$ cat src/rtl/fsv_pkg.sv
`default_nettype none

package fsv_pkg;

	localparam int CHAR_W = 8;

	// field positions within the record
	localparam logic [2:0] FLD_BOARD   = 3'd0;
	localparam logic [2:0] FLD_COLOR   = 3'd1;
	localparam logic [2:0] FLD_CASTLE  = 3'd2;
	localparam logic [2:0] FLD_PASSANT = 3'd3;
	localparam logic [2:0] FLD_HALF    = 3'd4;
	localparam logic [2:0] FLD_FULL    = 3'd5;
	localparam logic [2:0] FLD_DONE    = 3'd6;

	// move number scan phases
	localparam logic [1:0] NUM_LEAD  = 2'd0;
	localparam logic [1:0] NUM_SIGN  = 2'd1;
	localparam logic [1:0] NUM_DIGIT = 2'd2;

	localparam logic [3:0] RANKS_PER_BOARD = 4'd8;
	localparam logic [3:0] CELLS_PER_RANK  = 4'd8;
	localparam logic [3:0] COUNT_SAT       = 4'd9;
	localparam logic [1:0] TOKEN_LEN_SAT   = 2'd3;

	localparam logic [CHAR_W-1:0] CH_NUL   = 8'h00;
	localparam logic [CHAR_W-1:0] CH_TAB   = 8'h09;
	localparam logic [CHAR_W-1:0] CH_CR    = 8'h0d;
	localparam logic [CHAR_W-1:0] CH_SPACE = 8'h20;
	localparam logic [CHAR_W-1:0] CH_PLUS  = 8'h2b;
	localparam logic [CHAR_W-1:0] CH_DASH  = 8'h2d;
	localparam logic [CHAR_W-1:0] CH_SLASH = 8'h2f;
	localparam logic [CHAR_W-1:0] CH_ZERO  = 8'h30;
	localparam logic [CHAR_W-1:0] CH_THREE = 8'h33;
	localparam logic [CHAR_W-1:0] CH_SIX   = 8'h36;
	localparam logic [CHAR_W-1:0] CH_NINE  = 8'h39;
	localparam logic [CHAR_W-1:0] CH_UP_B  = 8'h42;
	localparam logic [CHAR_W-1:0] CH_UP_K  = 8'h4b;
	localparam logic [CHAR_W-1:0] CH_UP_N  = 8'h4e;
	localparam logic [CHAR_W-1:0] CH_UP_P  = 8'h50;
	localparam logic [CHAR_W-1:0] CH_UP_Q  = 8'h51;
	localparam logic [CHAR_W-1:0] CH_UP_R  = 8'h52;
	localparam logic [CHAR_W-1:0] CH_LO_A  = 8'h61;
	localparam logic [CHAR_W-1:0] CH_LO_B  = 8'h62;
	localparam logic [CHAR_W-1:0] CH_LO_H  = 8'h68;
	localparam logic [CHAR_W-1:0] CH_LO_K  = 8'h6b;
	localparam logic [CHAR_W-1:0] CH_LO_N  = 8'h6e;
	localparam logic [CHAR_W-1:0] CH_LO_P  = 8'h70;
	localparam logic [CHAR_W-1:0] CH_LO_Q  = 8'h71;
	localparam logic [CHAR_W-1:0] CH_LO_R  = 8'h72;
	localparam logic [CHAR_W-1:0] CH_LO_W  = 8'h77;

	function automatic logic is_piece(input logic [CHAR_W-1:0] c);
		logic hit;
		hit = 1'b0;
		case (c)
			CH_LO_P, CH_LO_R, CH_LO_N, CH_LO_B, CH_LO_Q, CH_LO_K,
			CH_UP_P, CH_UP_R, CH_UP_N, CH_UP_B, CH_UP_Q, CH_UP_K: hit = 1'b1;
			default: hit = 1'b0;
		endcase
		return hit;
	endfunction

	// one-hot slot of a castling letter, zero for anything else
	function automatic logic [3:0] castle_bit(input logic [CHAR_W-1:0] c);
		logic [3:0] b;
		b = 4'b0000;
		case (c)
			CH_UP_K: b = 4'b0001;
			CH_UP_Q: b = 4'b0010;
			CH_LO_K: b = 4'b0100;
			CH_LO_Q: b = 4'b1000;
			default: b = 4'b0000;
		endcase
		return b;
	endfunction

endpackage

`default_nettype wire

$ cat src/rtl/fsv_if.sv
`default_nettype none

interface fsv_char_if;
	logic                       valid;
	logic                       ready;
	logic [fsv_pkg::CHAR_W-1:0] char_code;
	logic                       end_of_string;

	modport source (output valid, output char_code, output end_of_string, input ready);
	modport sink   (input valid, input char_code, input end_of_string, output ready);
endinterface

interface fsv_verdict_if;
	logic valid;
	logic ready;
	logic fen_valid;

	modport source (output valid, output fen_valid, input ready);
	modport sink   (input valid, input fen_valid, output ready);
endinterface

`default_nettype wire

$ cat src/rtl/fsv_parser.sv
`default_nettype none

module fsv_parser (
	input  wire logic                       clk,
	input  wire logic                       arst_n,
	input  wire logic                       step,
	input  wire logic [fsv_pkg::CHAR_W-1:0] char_code,
	input  wire logic                       end_of_string,
	output logic                            verdict
);
	import fsv_pkg::*;

	typedef struct packed {
		logic [2:0] fld;
		logic       in_tok;
		logic [1:0] tok_len;
		logic       dash;
		logic [3:0] ranks;
		logic [3:0] cells;
		logic       rank_open;
		logic [3:0] castle;
		logic [1:0] phase;
		logic       neg;
		logic       nz;
		logic       err;
	} parse_state_t;

	localparam parse_state_t ST_RESET = '0;

	parse_state_t st_q;
	parse_state_t st_d;
	parse_state_t ended;
	logic [1:0]   pos;
	logic         is_dig;
	logic [3:0]   add;
	logic [4:0]   sum;
	logic [3:0]   cbit;

	// error raised by closing the current field
	function automatic logic close_err(input parse_state_t s);
		logic e;
		e = 1'b0;
		case (s.fld)
			FLD_BOARD:   e = (s.rank_open && s.cells != CELLS_PER_RANK) ||
				(s.ranks != RANKS_PER_BOARD);
			FLD_PASSANT: e = (s.tok_len == 2'd1) && !s.dash;
			FLD_HALF:    e = (s.phase != NUM_DIGIT) || (s.neg && s.nz);
			FLD_FULL:    e = (s.phase != NUM_DIGIT) || s.neg || !s.nz;
			default:     e = 1'b0;
		endcase
		return e;
	endfunction

	// close the last field if open, otherwise the record is short
	function automatic parse_state_t string_end(input parse_state_t s);
		parse_state_t r;
		r = s;
		if (s.fld < FLD_DONE) begin
			if (s.fld == FLD_FULL && s.in_tok) begin
				r.err = s.err | close_err(s);
			end else begin
				r.err = 1'b1;
			end
			r.fld    = FLD_DONE;
			r.in_tok = 1'b0;
		end
		return r;
	endfunction

	assign is_dig = char_code inside {[CH_ZERO:CH_NINE]};
	assign cbit   = castle_bit(char_code);
	assign ended  = string_end(st_q);
	assign verdict = !ended.err;

	always_comb begin
		st_d = st_q;
		pos  = 2'd0;
		add  = 4'd0;
		sum  = 5'd0;
		if (end_of_string) begin
			st_d = ST_RESET;
		end else if (st_q.fld >= FLD_DONE) begin
			st_d = st_q;
		end else if (char_code == CH_NUL) begin
			st_d = ended;
		end else if (char_code == CH_SPACE) begin
			if (st_q.in_tok) begin
				st_d.err    = st_q.err | close_err(st_q);
				st_d.in_tok = 1'b0;
				st_d.fld    = st_q.fld + 3'd1;
			end
		end else begin
			if (!st_q.in_tok) begin
				st_d.in_tok    = 1'b1;
				st_d.tok_len   = 2'd0;
				st_d.dash      = 1'b0;
				st_d.ranks     = 4'd0;
				st_d.cells     = 4'd0;
				st_d.rank_open = 1'b0;
				st_d.castle    = 4'b0000;
				st_d.phase     = NUM_LEAD;
				st_d.neg       = 1'b0;
				st_d.nz        = 1'b0;
			end
			pos = st_d.tok_len;
			if (st_d.tok_len != TOKEN_LEN_SAT) begin
				st_d.tok_len = st_d.tok_len + 2'd1;
			end
			case (st_d.fld)
				FLD_BOARD: begin
					if (char_code == CH_SLASH) begin
						if (st_d.rank_open && st_d.cells != CELLS_PER_RANK) begin
							st_d.err = 1'b1;
						end
						st_d.rank_open = 1'b0;
					end else if (is_dig || is_piece(char_code)) begin
						add = is_dig ? char_code[3:0] : 4'd1;
						if (!st_d.rank_open) begin
							st_d.rank_open = 1'b1;
							st_d.cells     = 4'd0;
							if (st_d.ranks < COUNT_SAT) begin
								st_d.ranks = st_d.ranks + 4'd1;
							end
						end
						sum = {1'b0, st_d.cells} + {1'b0, add};
						st_d.cells = (sum > {1'b0, COUNT_SAT}) ? COUNT_SAT : sum[3:0];
					end else begin
						st_d.err = 1'b1;
					end
				end
				FLD_COLOR: begin
					if (pos != 2'd0 || !(char_code == CH_LO_W || char_code == CH_LO_B)) begin
						st_d.err = 1'b1;
					end
				end
				FLD_CASTLE: begin
					if (pos == 2'd0 && char_code == CH_DASH) begin
						st_d.dash = 1'b1;
					end else if (st_d.dash || cbit == 4'b0000) begin
						st_d.err = 1'b1;
					end else begin
						if ((st_d.castle & cbit) != 4'b0000) begin
							st_d.err = 1'b1;
						end
						st_d.castle = st_d.castle | cbit;
					end
				end
				FLD_PASSANT: begin
					if (pos == 2'd0) begin
						if (char_code == CH_DASH) begin
							st_d.dash = 1'b1;
						end else if (!(char_code inside {[CH_LO_A:CH_LO_H]})) begin
							st_d.err = 1'b1;
						end
					end else if (pos == 2'd1) begin
						if (st_d.dash || !(char_code == CH_THREE || char_code == CH_SIX)) begin
							st_d.err = 1'b1;
						end
					end else begin
						st_d.err = 1'b1;
					end
				end
				default: begin
					if (st_d.phase == NUM_LEAD && (char_code inside {[CH_TAB:CH_CR]})) begin
						st_d.phase = NUM_LEAD;
					end else if (st_d.phase == NUM_LEAD &&
						(char_code == CH_PLUS || char_code == CH_DASH)) begin
						st_d.neg   = st_d.neg | (char_code == CH_DASH);
						st_d.phase = NUM_SIGN;
					end else if (is_dig) begin
						st_d.phase = NUM_DIGIT;
						if (char_code != CH_ZERO) begin
							st_d.nz = 1'b1;
						end
					end else begin
						st_d.err = 1'b1;
					end
				end
			endcase
		end
	end

	always_ff @(posedge clk or negedge arst_n) begin
		if (!arst_n) begin
			st_q <= ST_RESET;
		end else if (step) begin
			st_q <= st_d;
		end
	end

endmodule

`default_nettype wire

$ cat src/rtl/fen_string_validator.sv
`default_nettype none

// Checks a FEN record streamed one byte per item on chars; an item with
// end_of_string set returns one verdict item on verdict (fen_valid = 1 when the
// record is well formed) and clears the parser for the next record. The block
// accepts an item on every clock edge unless stalled as below; each item
// passes an input register and then updates the parser state register, and
// the verdict appears from an output register once the terminator leaves the
// input register. Only a terminator can stall the input, and only while the
// previous verdict is still waiting to be taken.
module fen_string_validator (
	input wire logic      clk,
	input wire logic      arst_n,
	fsv_char_if.sink      chars,
	fsv_verdict_if.source verdict
);
	import fsv_pkg::*;

	logic              valid_s1;
	logic [CHAR_W-1:0] char_s1;
	logic              eos_s1;
	logic              out_valid_q;
	logic              fen_valid_q;
	logic              advance;
	logic              parse_ok;

	// a terminator moves on only when the output slot is free
	assign advance      = valid_s1 && (!eos_s1 || !out_valid_q || verdict.ready);
	assign chars.ready  = !valid_s1 || advance;

	always_ff @(posedge clk or negedge arst_n) begin
		if (!arst_n) begin
			valid_s1 <= 1'b0;
		end else if (chars.ready) begin
			valid_s1 <= chars.valid;
		end
	end

	always_ff @(posedge clk) begin
		if (chars.valid && chars.ready) begin
			char_s1 <= chars.char_code;
			eos_s1  <= chars.end_of_string;
		end
	end

	fsv_parser u_parser (
		.clk           (clk),
		.arst_n        (arst_n),
		.step          (advance),
		.char_code     (char_s1),
		.end_of_string (eos_s1),
		.verdict       (parse_ok)
	);

	always_ff @(posedge clk or negedge arst_n) begin
		if (!arst_n) begin
			out_valid_q <= 1'b0;
		end else if (advance && eos_s1) begin
			out_valid_q <= 1'b1;
		end else if (verdict.ready) begin
			out_valid_q <= 1'b0;
		end
	end

	always_ff @(posedge clk) begin
		if (advance && eos_s1) begin
			fen_valid_q <= parse_ok;
		end
	end

	assign verdict.valid     = out_valid_q;
	assign verdict.fen_valid = fen_valid_q;

	a_stall_holds: assert property (@(posedge clk) disable iff (!arst_n)
		(valid_s1 && eos_s1 && out_valid_q && !verdict.ready) |=>
		(valid_s1 && eos_s1 && out_valid_q))
		else $error("stalled terminator lost from input stage");

	a_verdict_source: assert property (@(posedge clk) disable iff (!arst_n)
		$rose(out_valid_q) |-> $past(advance && eos_s1))
		else $error("verdict raised without a terminator");

	a_ready_only_stalls_full: assert property (@(posedge clk) disable iff (!arst_n)
		!chars.ready |-> (valid_s1 && eos_s1 && out_valid_q))
		else $error("input stalled without a pending verdict");

	a_bytes_no_verdict: assert property (@(posedge clk) disable iff (!arst_n)
		(advance && !eos_s1 && !out_valid_q) |=> !out_valid_q)
		else $error("plain byte produced a verdict");

endmodule

`default_nettype wire
$ cat src/flat_wrapper.sv
// flat-port wrapper written by rule: the top's interface ports become plain ports
module fen_string_validator_flat import fsv_pkg::*;
  (clk, arst_n, chars_valid, chars_char_code, chars_end_of_string, chars_ready, verdict_valid, verdict_fen_valid, verdict_ready);
  fsv_char_if chars_i ();
  fsv_verdict_if verdict_i ();
  input wire logic clk;
  input wire logic arst_n;
  input wire logic [$bits(chars_i.valid)-1:0] chars_valid;
  input wire logic [$bits(chars_i.char_code)-1:0] chars_char_code;
  input wire logic [$bits(chars_i.end_of_string)-1:0] chars_end_of_string;
  output wire logic [$bits(chars_i.ready)-1:0] chars_ready;
  output wire logic [$bits(verdict_i.valid)-1:0] verdict_valid;
  output wire logic [$bits(verdict_i.fen_valid)-1:0] verdict_fen_valid;
  input wire logic [$bits(verdict_i.ready)-1:0] verdict_ready;
  assign chars_i.valid = chars_valid;
  assign chars_i.char_code = chars_char_code;
  assign chars_i.end_of_string = chars_end_of_string;
  assign chars_ready = chars_i.ready;
  assign verdict_valid = verdict_i.valid;
  assign verdict_fen_valid = verdict_i.fen_valid;
  assign verdict_i.ready = verdict_ready;
  fen_string_validator u_core (.clk(clk), .arst_n(arst_n), .chars(chars_i), .verdict(verdict_i));
endmodule
$ cat config.mk
export PLATFORM = sky130hd
export DESIGN_NAME = fen_string_validator_flat
export DESIGN_NICKNAME = d
export VERILOG_FILES = /design/src/rtl/fsv_pkg.sv /design/src/rtl/fsv_if.sv /design/src/rtl/fsv_parser.sv /design/src/rtl/fen_string_validator.sv /design/src/flat_wrapper.sv
export SDC_FILE = /design/constraint.sdc
export NUM_CORES = 1
export LEC_CHECK = 0
export ABC_AREA = 1
export ABC_CLOCK_PERIOD_IN_PS = 2500
export BUFFER_PORTS_ARGS = -buffer_cell sky130_fd_sc_hd__buf_2
export CAP_MARGIN = 40
export CORE_UTILIZATION = 40
export DETAILED_ROUTE_END_ITERATION = 12
export GPL_TIMING_DRIVEN = 1
export MAX_ROUTING_LAYER = met4
export PLACE_DENSITY = 0.67
export SLEW_MARGIN = 20
export SYNTH_ARGS = -nofsm -noshare
export SYNTH_HDL_FRONTEND = slang
export SYNTH_SLANG_ARGS = --single-unit
export TNS_END_PERCENT = 30
$ cat constraint.sdc
create_clock -name clk -period 2.5 [get_ports clk]
set_clock_uncertainty 0.2 [all_clocks]
set_input_delay 0.5 -clock clk [delete_from_list [all_inputs] [get_ports clk]]
set_output_delay 0.5 -clock clk [all_outputs]
set_load 0.02 [all_outputs]
==> flow_summary.yaml, run 1 <==
run_status:
  status: "complete, no violations"
clocking:
  clk_path_buf_depth: 2
  clockRootBuffer: "clkbuf_8"
  clkLatencyLatePin_ns: 0.30
  htree_levels: 2
  cts_tree: "done"
  clk_pin_slew_ns: 0.07
  cts_buffers: 5
  clock-sinks: 37
synth:
  ys_seq_area_share_pct: 34.0
  synth_largest_area_cell: "dfrtp_1"
  synth-seq-cells: 37
  ys_types: 35
  synth_fp_nets: 447
  synth_area_um2: 2870
  syn_inst: 422
  avgSynthCellArea_um2: 6.81
  ys_top_cells_by_area: "dfrtp_1, nand2_1, edfxtp_1"
  synth.top_cell.area_share_pct: 23.5
  yosysWarnings: 0
critical_path:
  critPathMaxStageDelay_ns: 0.41
  worstPathCellList: "nand2_2 -> nor2_4 -> nand2_4 -> inv_2 -> nand2_2 -> ha_4 -> inv_2 -> fa_2 -> or2_4 -> nand2_2 -> nand2_2 -> nand3_2 -> nand2_2 -> o21ai_2 -> o211ai_1 -> nand2_1 -> nand2_1"
  cp-end-kind: "flip-flop"
  crit_required_ns: 2.49
  cp-start-kind: "flip-flop"
  cp_common_cell: "nand2_2"
  criticalPathCategory: "reg -> reg"
  cpMaxStageDelayCell: "edfxtp_1"
  critPathArrivalTime_ns: 2.48
  crit_fanout: 3
pwr:
  ir_drop_uv: 346
  cellLeakagePower_nw: 1.66
  fin_total_pwr_w: 0.00197
  p_per_area_nw_per_um2: 591
timing:
  clock.fmax_ghz: 0.402
  fin_crit_sh_pct: 99.5
  slew_headroom_pct: 57.1
  tightest_slew_ns: 0.643
  setup_viol: 0
  maxSlewViolCount: 0
  fin_crit_ns: 2.49
  whs_ns: 0.0260
  finalHoldViolations: 0
  rsz0062_at_grt: "true"
  setup_ws_ns: 0.0113
final_layout:
  layout-drive-gt1-share_pct: 21.4
  antenna_cells: 0
  area.growth.synth_to_final_pct: 15.7
  fillers: 703
  mostFrequentLayoutCells: "nand2_1, inv_1, nor2_1"
  final_common_cell: "nand2_1"
  nNetsFinal: 483
  fin_util_pct: 48.4
  final_area_um2: 3320
global_route:
  grt_max_degree: 28
  grt_pass1_wl_um: 12400
  grt_pass1_vias: 2686
  antenna_found_initial: 0
  gr-total-overflow: 0
  grtUsageTotal_pct: 22.3
floorplanning:
  die_area_um2: 7520
  die_w_um: 86.7
  num_io_pins: 16
  die_y_um: 86.7
  initial_core_util_pct: 41.8
  core_area_um2: 6870
  rows: 30
drt:
  dr.pass1.iters: 4
  via_per_inst: 5.18
  drt_iter0_drc: 231
  drc: 0
  vias: 2873
  wire_per_inst_um: 13.4
  routed_wirelength_um: 7410
  drt.antenna.violating_nets: 0
place:
  place.gp.congestion: 0.905
  place_hpwl_um: 5610
  placed_area_um2: 3160
  dp_worst_setup_slack_ns: -0.0595
  io_buffers: 15
hold_path:
  hold_class: "in -> async"
run:
  cap_violations: 0
[synth_stat cells]
cell,count
edfxtp_1,10
o211ai_1,3
nand2_4,3
buf_6,3
nand4_1,4
a31oi_1,1
inv_4,1
a41oi_1,3
buf_2,5
a21oi_1,13
a21oi_2,1
o22ai_1,4
nand2_1,122
nor2_2,6
inv_2,8
nand3b_1,3
dfrtp_1,27
nand2_2,7
nor2_1,44
o21a_1,1
ha_1,11
nand3_2,2
nor2_8,1
o21ai_2,1
inv_1,55
nor4_1,1
o21ai_0,26
or2_2,2
o21ai_1,8
fa_1,1
a32oi_1,1
a32o_1,1
nor2_4,3
nor3_1,5
nand3_1,35
[registers in the layout, summed over array words and instances, names as in the netlist]
name                      count
u_core.verdict.valid          1
u_core.char_s1                8
u_core.u_parser.ended        20
u_core.verdict.fen_valid      1
u_core.u_parser.st_q          5
u_core.eos_s1                 1
u_core.valid_s1               1
[per-stage QoR]
step / setup TNS (ns) / std cells
after floorplan: -0.000753 / 422
after global placement: 0 / 544
after detailed placement: -0.148 / 544
after CTS: 0 / 554
after global routing: -0.218 / 555
final: 0 / 555
[what timing repair did]
| action | in CTS | in global routing |
|---|---|---|
| setup endpoints to repair | 3 | 5 |
| hold buffers | 0 | 0 |
| buffers inserted | 2 | 1 |
| pin swaps | 1 | 14 |
| resized for setup | 7 | 17 |
[final cells by class]
cell class / count / area (µm²) / area share, %
flip-flops and latches: 37 / 976 / 29.4
multi-input cells: 313 / 1660 / 50.0
inverters: 64 / 243 / 7.30
clock buffers: 7 / 76.3 / 2.30
repair buffers: 37 / 240 / 7.23
clock inverters: 1 / 5.00 / 0.151
well taps: 96 / 120 / 3.61
[final timing paths]
kind	startpoint	endpoint	slack, ns	depth (start not counted)
min reg2reg	u_core.u_parser.ended[6]	u_core.u_parser.ended[6]	0.30	2
min	arst_n	u_core.u_parser.st_q[21]	0.03	1
max reg2reg	u_core.char_s1[4]	u_core.u_parser.ended[10]	0.01	17
max	u_core.char_s1[4]	u_core.u_parser.ended[10]	0.01	17
max in group asynchronous	arst_n	u_core.u_parser.ended[8]	1.66	1
min in group clk	chars_end_of_string	u_core.eos_s1	0.18	1
[power breakdown]
part | leakage (nW) | switching (W) | internal (W)
logic | 1.16 | 0.000508 | 0.000235
registers | 0.460 | 0.0000953 | 0.000717
clock network | 0.0422 | 0.000214 | 0.000196
total | 1.66 | 0.000817 | 0.00115
[metal layers]
metal  vias up  track usage [%]  part of all wire (%)
li1       1431                -                     -
met1      1321             28.6                    45
met2       103             34.7                    45
met3        18             3.90                   6.7
met4         0             9.70                   3.3
met5         -                -                     0
[critical path, delay by kind of cell, from the launching register on]
family | cells | cell delay [ns]
and+or+nand+nor | 11 | 0.96
adders and majority gates | 2 | 0.49
buffers and inverters | 2 | 0.08
AOI/OAI and AO/OA | 2 | 0.23
DFF | 1 | 0.41
[cell families (layout without fill, tap and decap cells)]
family                     after synthesis  after routing  share of synthesized area (%)
DFF                                     37             37                           34.0
adders and majority gates               12             12                           5.49
and+or+nand+nor                        238            238                           37.5
AOI/OAI and AO/OA                       63             63                           12.5
buffers and inverters                   72            109                           10.5
(Power assumes the default switching activity.)
==> run 2: changes to the inputs <==
- ABC_CLOCK_PERIOD_IN_PS: 2500 -> 2600
- PLACE_DENSITY: 0.67 -> 0.65
- SLEW_MARGIN: 20 -> 10
- clock period: 2.5 -> 2.6 ns (I/O delays scaled with it)
==> flow_summary.yaml, run 2 (synthesized netlist as in run 1, its figures left out) <==
run_status:
  status: "complete, no violations"
clocking:
  ctsHoldBuffers: 0
  htree_levels: 2
  clock-sinks: 37
  clk_path_buf_depth: 2
  clockRootBuffer: "clkbuf_8"
  cts_tree: "done"
  clkLatencyLatePin_ns: 0.30
  clk_pin_slew_ns: 0.08
  cts_buffers: 5
timing:
  finalHoldViolations: 0
  slew_headroom_pct: 58.4
  whs_ns: 0.0269
  fin_crit_ns: 2.50
  tightest_slew_ns: 0.623
  clock.fmax_ghz: 0.400
  setup_viol: 0
  maxSlewViolCount: 0
  fin_crit_sh_pct: 96.2
global_route:
  grtUsageTotal_pct: 22.6
  grt_pass1_vias: 2743
  gr-total-overflow: 0
  antenna_found_initial: 0
  grt_max_degree: 28
  grt_pass1_wl_um: 12700
final_layout:
  fillers: 725
  multi_input_area_um2: 1640
  antenna_cells: 0
  final_common_cell: "nand2_1"
  nNetsFinal: 483
  mostFrequentLayoutCells: "nand2_1, inv_1, nor2_1"
  layout-drive-gt1-share_pct: 19.8
  area.growth.synth_to_final_pct: 15.1
  seqCellArea_um2: 976
  stdcell_count: 555
  largest_register_ffs: 20
  fin_util_pct: 48.1
place:
  post-place-cells: 543
  io_buffers: 15
  place_hpwl_um: 5600
  place.gp.congestion: 0.934
critical_path:
  r2r_setup_slack_ns: 0.1
  cp-start-kind: "flip-flop"
  crit_required_ns: 2.59
  critPathMaxStageDelay_ns: 0.44
  cpMaxStageDelayCell: "fa_2"
  crit_fanout: 4
  worstPathCellList: "inv_1 -> nand2_1 -> nor2_4 -> nand2_4 -> inv_2 -> nand2_2 -> ha_4 -> inv_2 -> fa_2 -> nand2_1 -> nand3_2 -> nand2_2 -> inv_2 -> nand2_1 -> nor2_1 -> o21ai_1 -> o21ai_1"
  cpLargestDelayFamily: "simple AND/OR/NAND/NOR gates"
  criticalPathCategory: "reg -> reg"
  cp-end-kind: "flip-flop"
  timing.critical_path.buf_inv: 4
  worstReg2RegStart: "u_core.char_s1[7]"
  r2r_end: "u_core.u_parser.ended[11]"
  critPathArrivalTime_ns: 2.49
  worst-r2r-cell-count: 17
floorplanning:
  die_area_um2: 7520
  die_w_um: 86.7
  core_area_um2: 6870
  num_io_pins: 16
  die_y_um: 86.7
  rows: 30
  initial_core_util_pct: 41.8
drt:
  drt.antenna.violating_nets: 0
  drt_iter0_drc: 174
  dr.pass1.iters: 7
  routed_wirelength_um: 7560
  via_per_inst: 5.16
  drc: 0
  vias: 2865
  wire_per_inst_um: 13.6
run:
  cap_violations: 0
pwr:
  switchingPower_w: 0.000805
  combinationalPowerShare_pct: 37.6
  sw_frac_of_total_pct: 42.3
  cellLeakagePower_nw: 1.66
  p_per_area_nw_per_um2: 576
  fin_total_pwr_w: 0.00190
  ir_drop_uv: 364
  p_clk_share_pct: 21.2
  power_frac_seq_pct: 41.2
  p_int_w: 0.00110
hold_path:
  hold_class: "in -> async"
==> run 2: repair_timing <==
item | CTS | global route
setup buffers | 2 | 2
setup endpoints to repair | 3 | 4
pin swaps | 1 | 9
gates resized for setup | 4 | 14
==> run 2: power groups by stage <==
stage / logic [W] / clock network (W) / registers, W
final: 0.000716 / 0.000403 / 0.000785
after detailed placement: 0.000685 / 0 / 0.000792
after CTS: 0.000690 / 0.000407 / 0.000780
after global routing: 0.000809 / 0.000433 / 0.000795
after global placement: 0.000674 / 0 / 0.000791
after floorplan: 0.000515 / 0 / 0.000758
==> run 2: area by class of cell <==
cell class	instances	area share [%]
clock buffers	6	2.20
inverters	64	7.34
well taps	96	3.63
repair buffers	37	7.27
flip-flops and latches	37	29.5
multi-input cells	313	49.7
clock inverters	2	0.303
==> run 2: layer usage <==
metal | vias to the layer above | GRT usage (%) | wire length [µm]
li1 | 1434 | - | -
met1 | 1304 | 29.3 | 3430
met2 | 109 | 36.1 | 3470
met3 | 18 | 3.52 | 493
met4 | 0 | 7.27 | 161
met5 | - | - | 0
==> run 2: per-stage QoR <==
stage	setup slack [ns]	setup TNS [ns]	instance area, µm²
global placement	0.00955	0	3140
floorplan	0.0357	0	2870
CTS	0.0187	0	3250
detailed placement	-0.0535	-0.133	3140
global route	-0.0250	-0.0333	3310
finish	0.0999	0	3310
==> run 2: how the worst max path moves through the flow <==
stage | startpoint | end | slack, ns | depth (start not counted)
2_1_floorplan | u_core.char_s1[3] | u_core.u_parser.ended[10] | 0.04 | 17
3_3_place_gp | u_core.char_s1[7] | u_core.u_parser.ended[10] | 0.01 | 16
3_5_place_dp | u_core.char_s1[7] | u_core.u_parser.ended[10] | -0.05 | 16
4_1_cts | u_core.char_s1[7] | u_core.u_parser.ended[11] | 0.02 | 17
5_1_grt | u_core.char_s1[7] | u_core.u_parser.ended[11] | -0.02 | 17
6_report | u_core.char_s1[7] | u_core.u_parser.ended[11] | 0.1 | 17
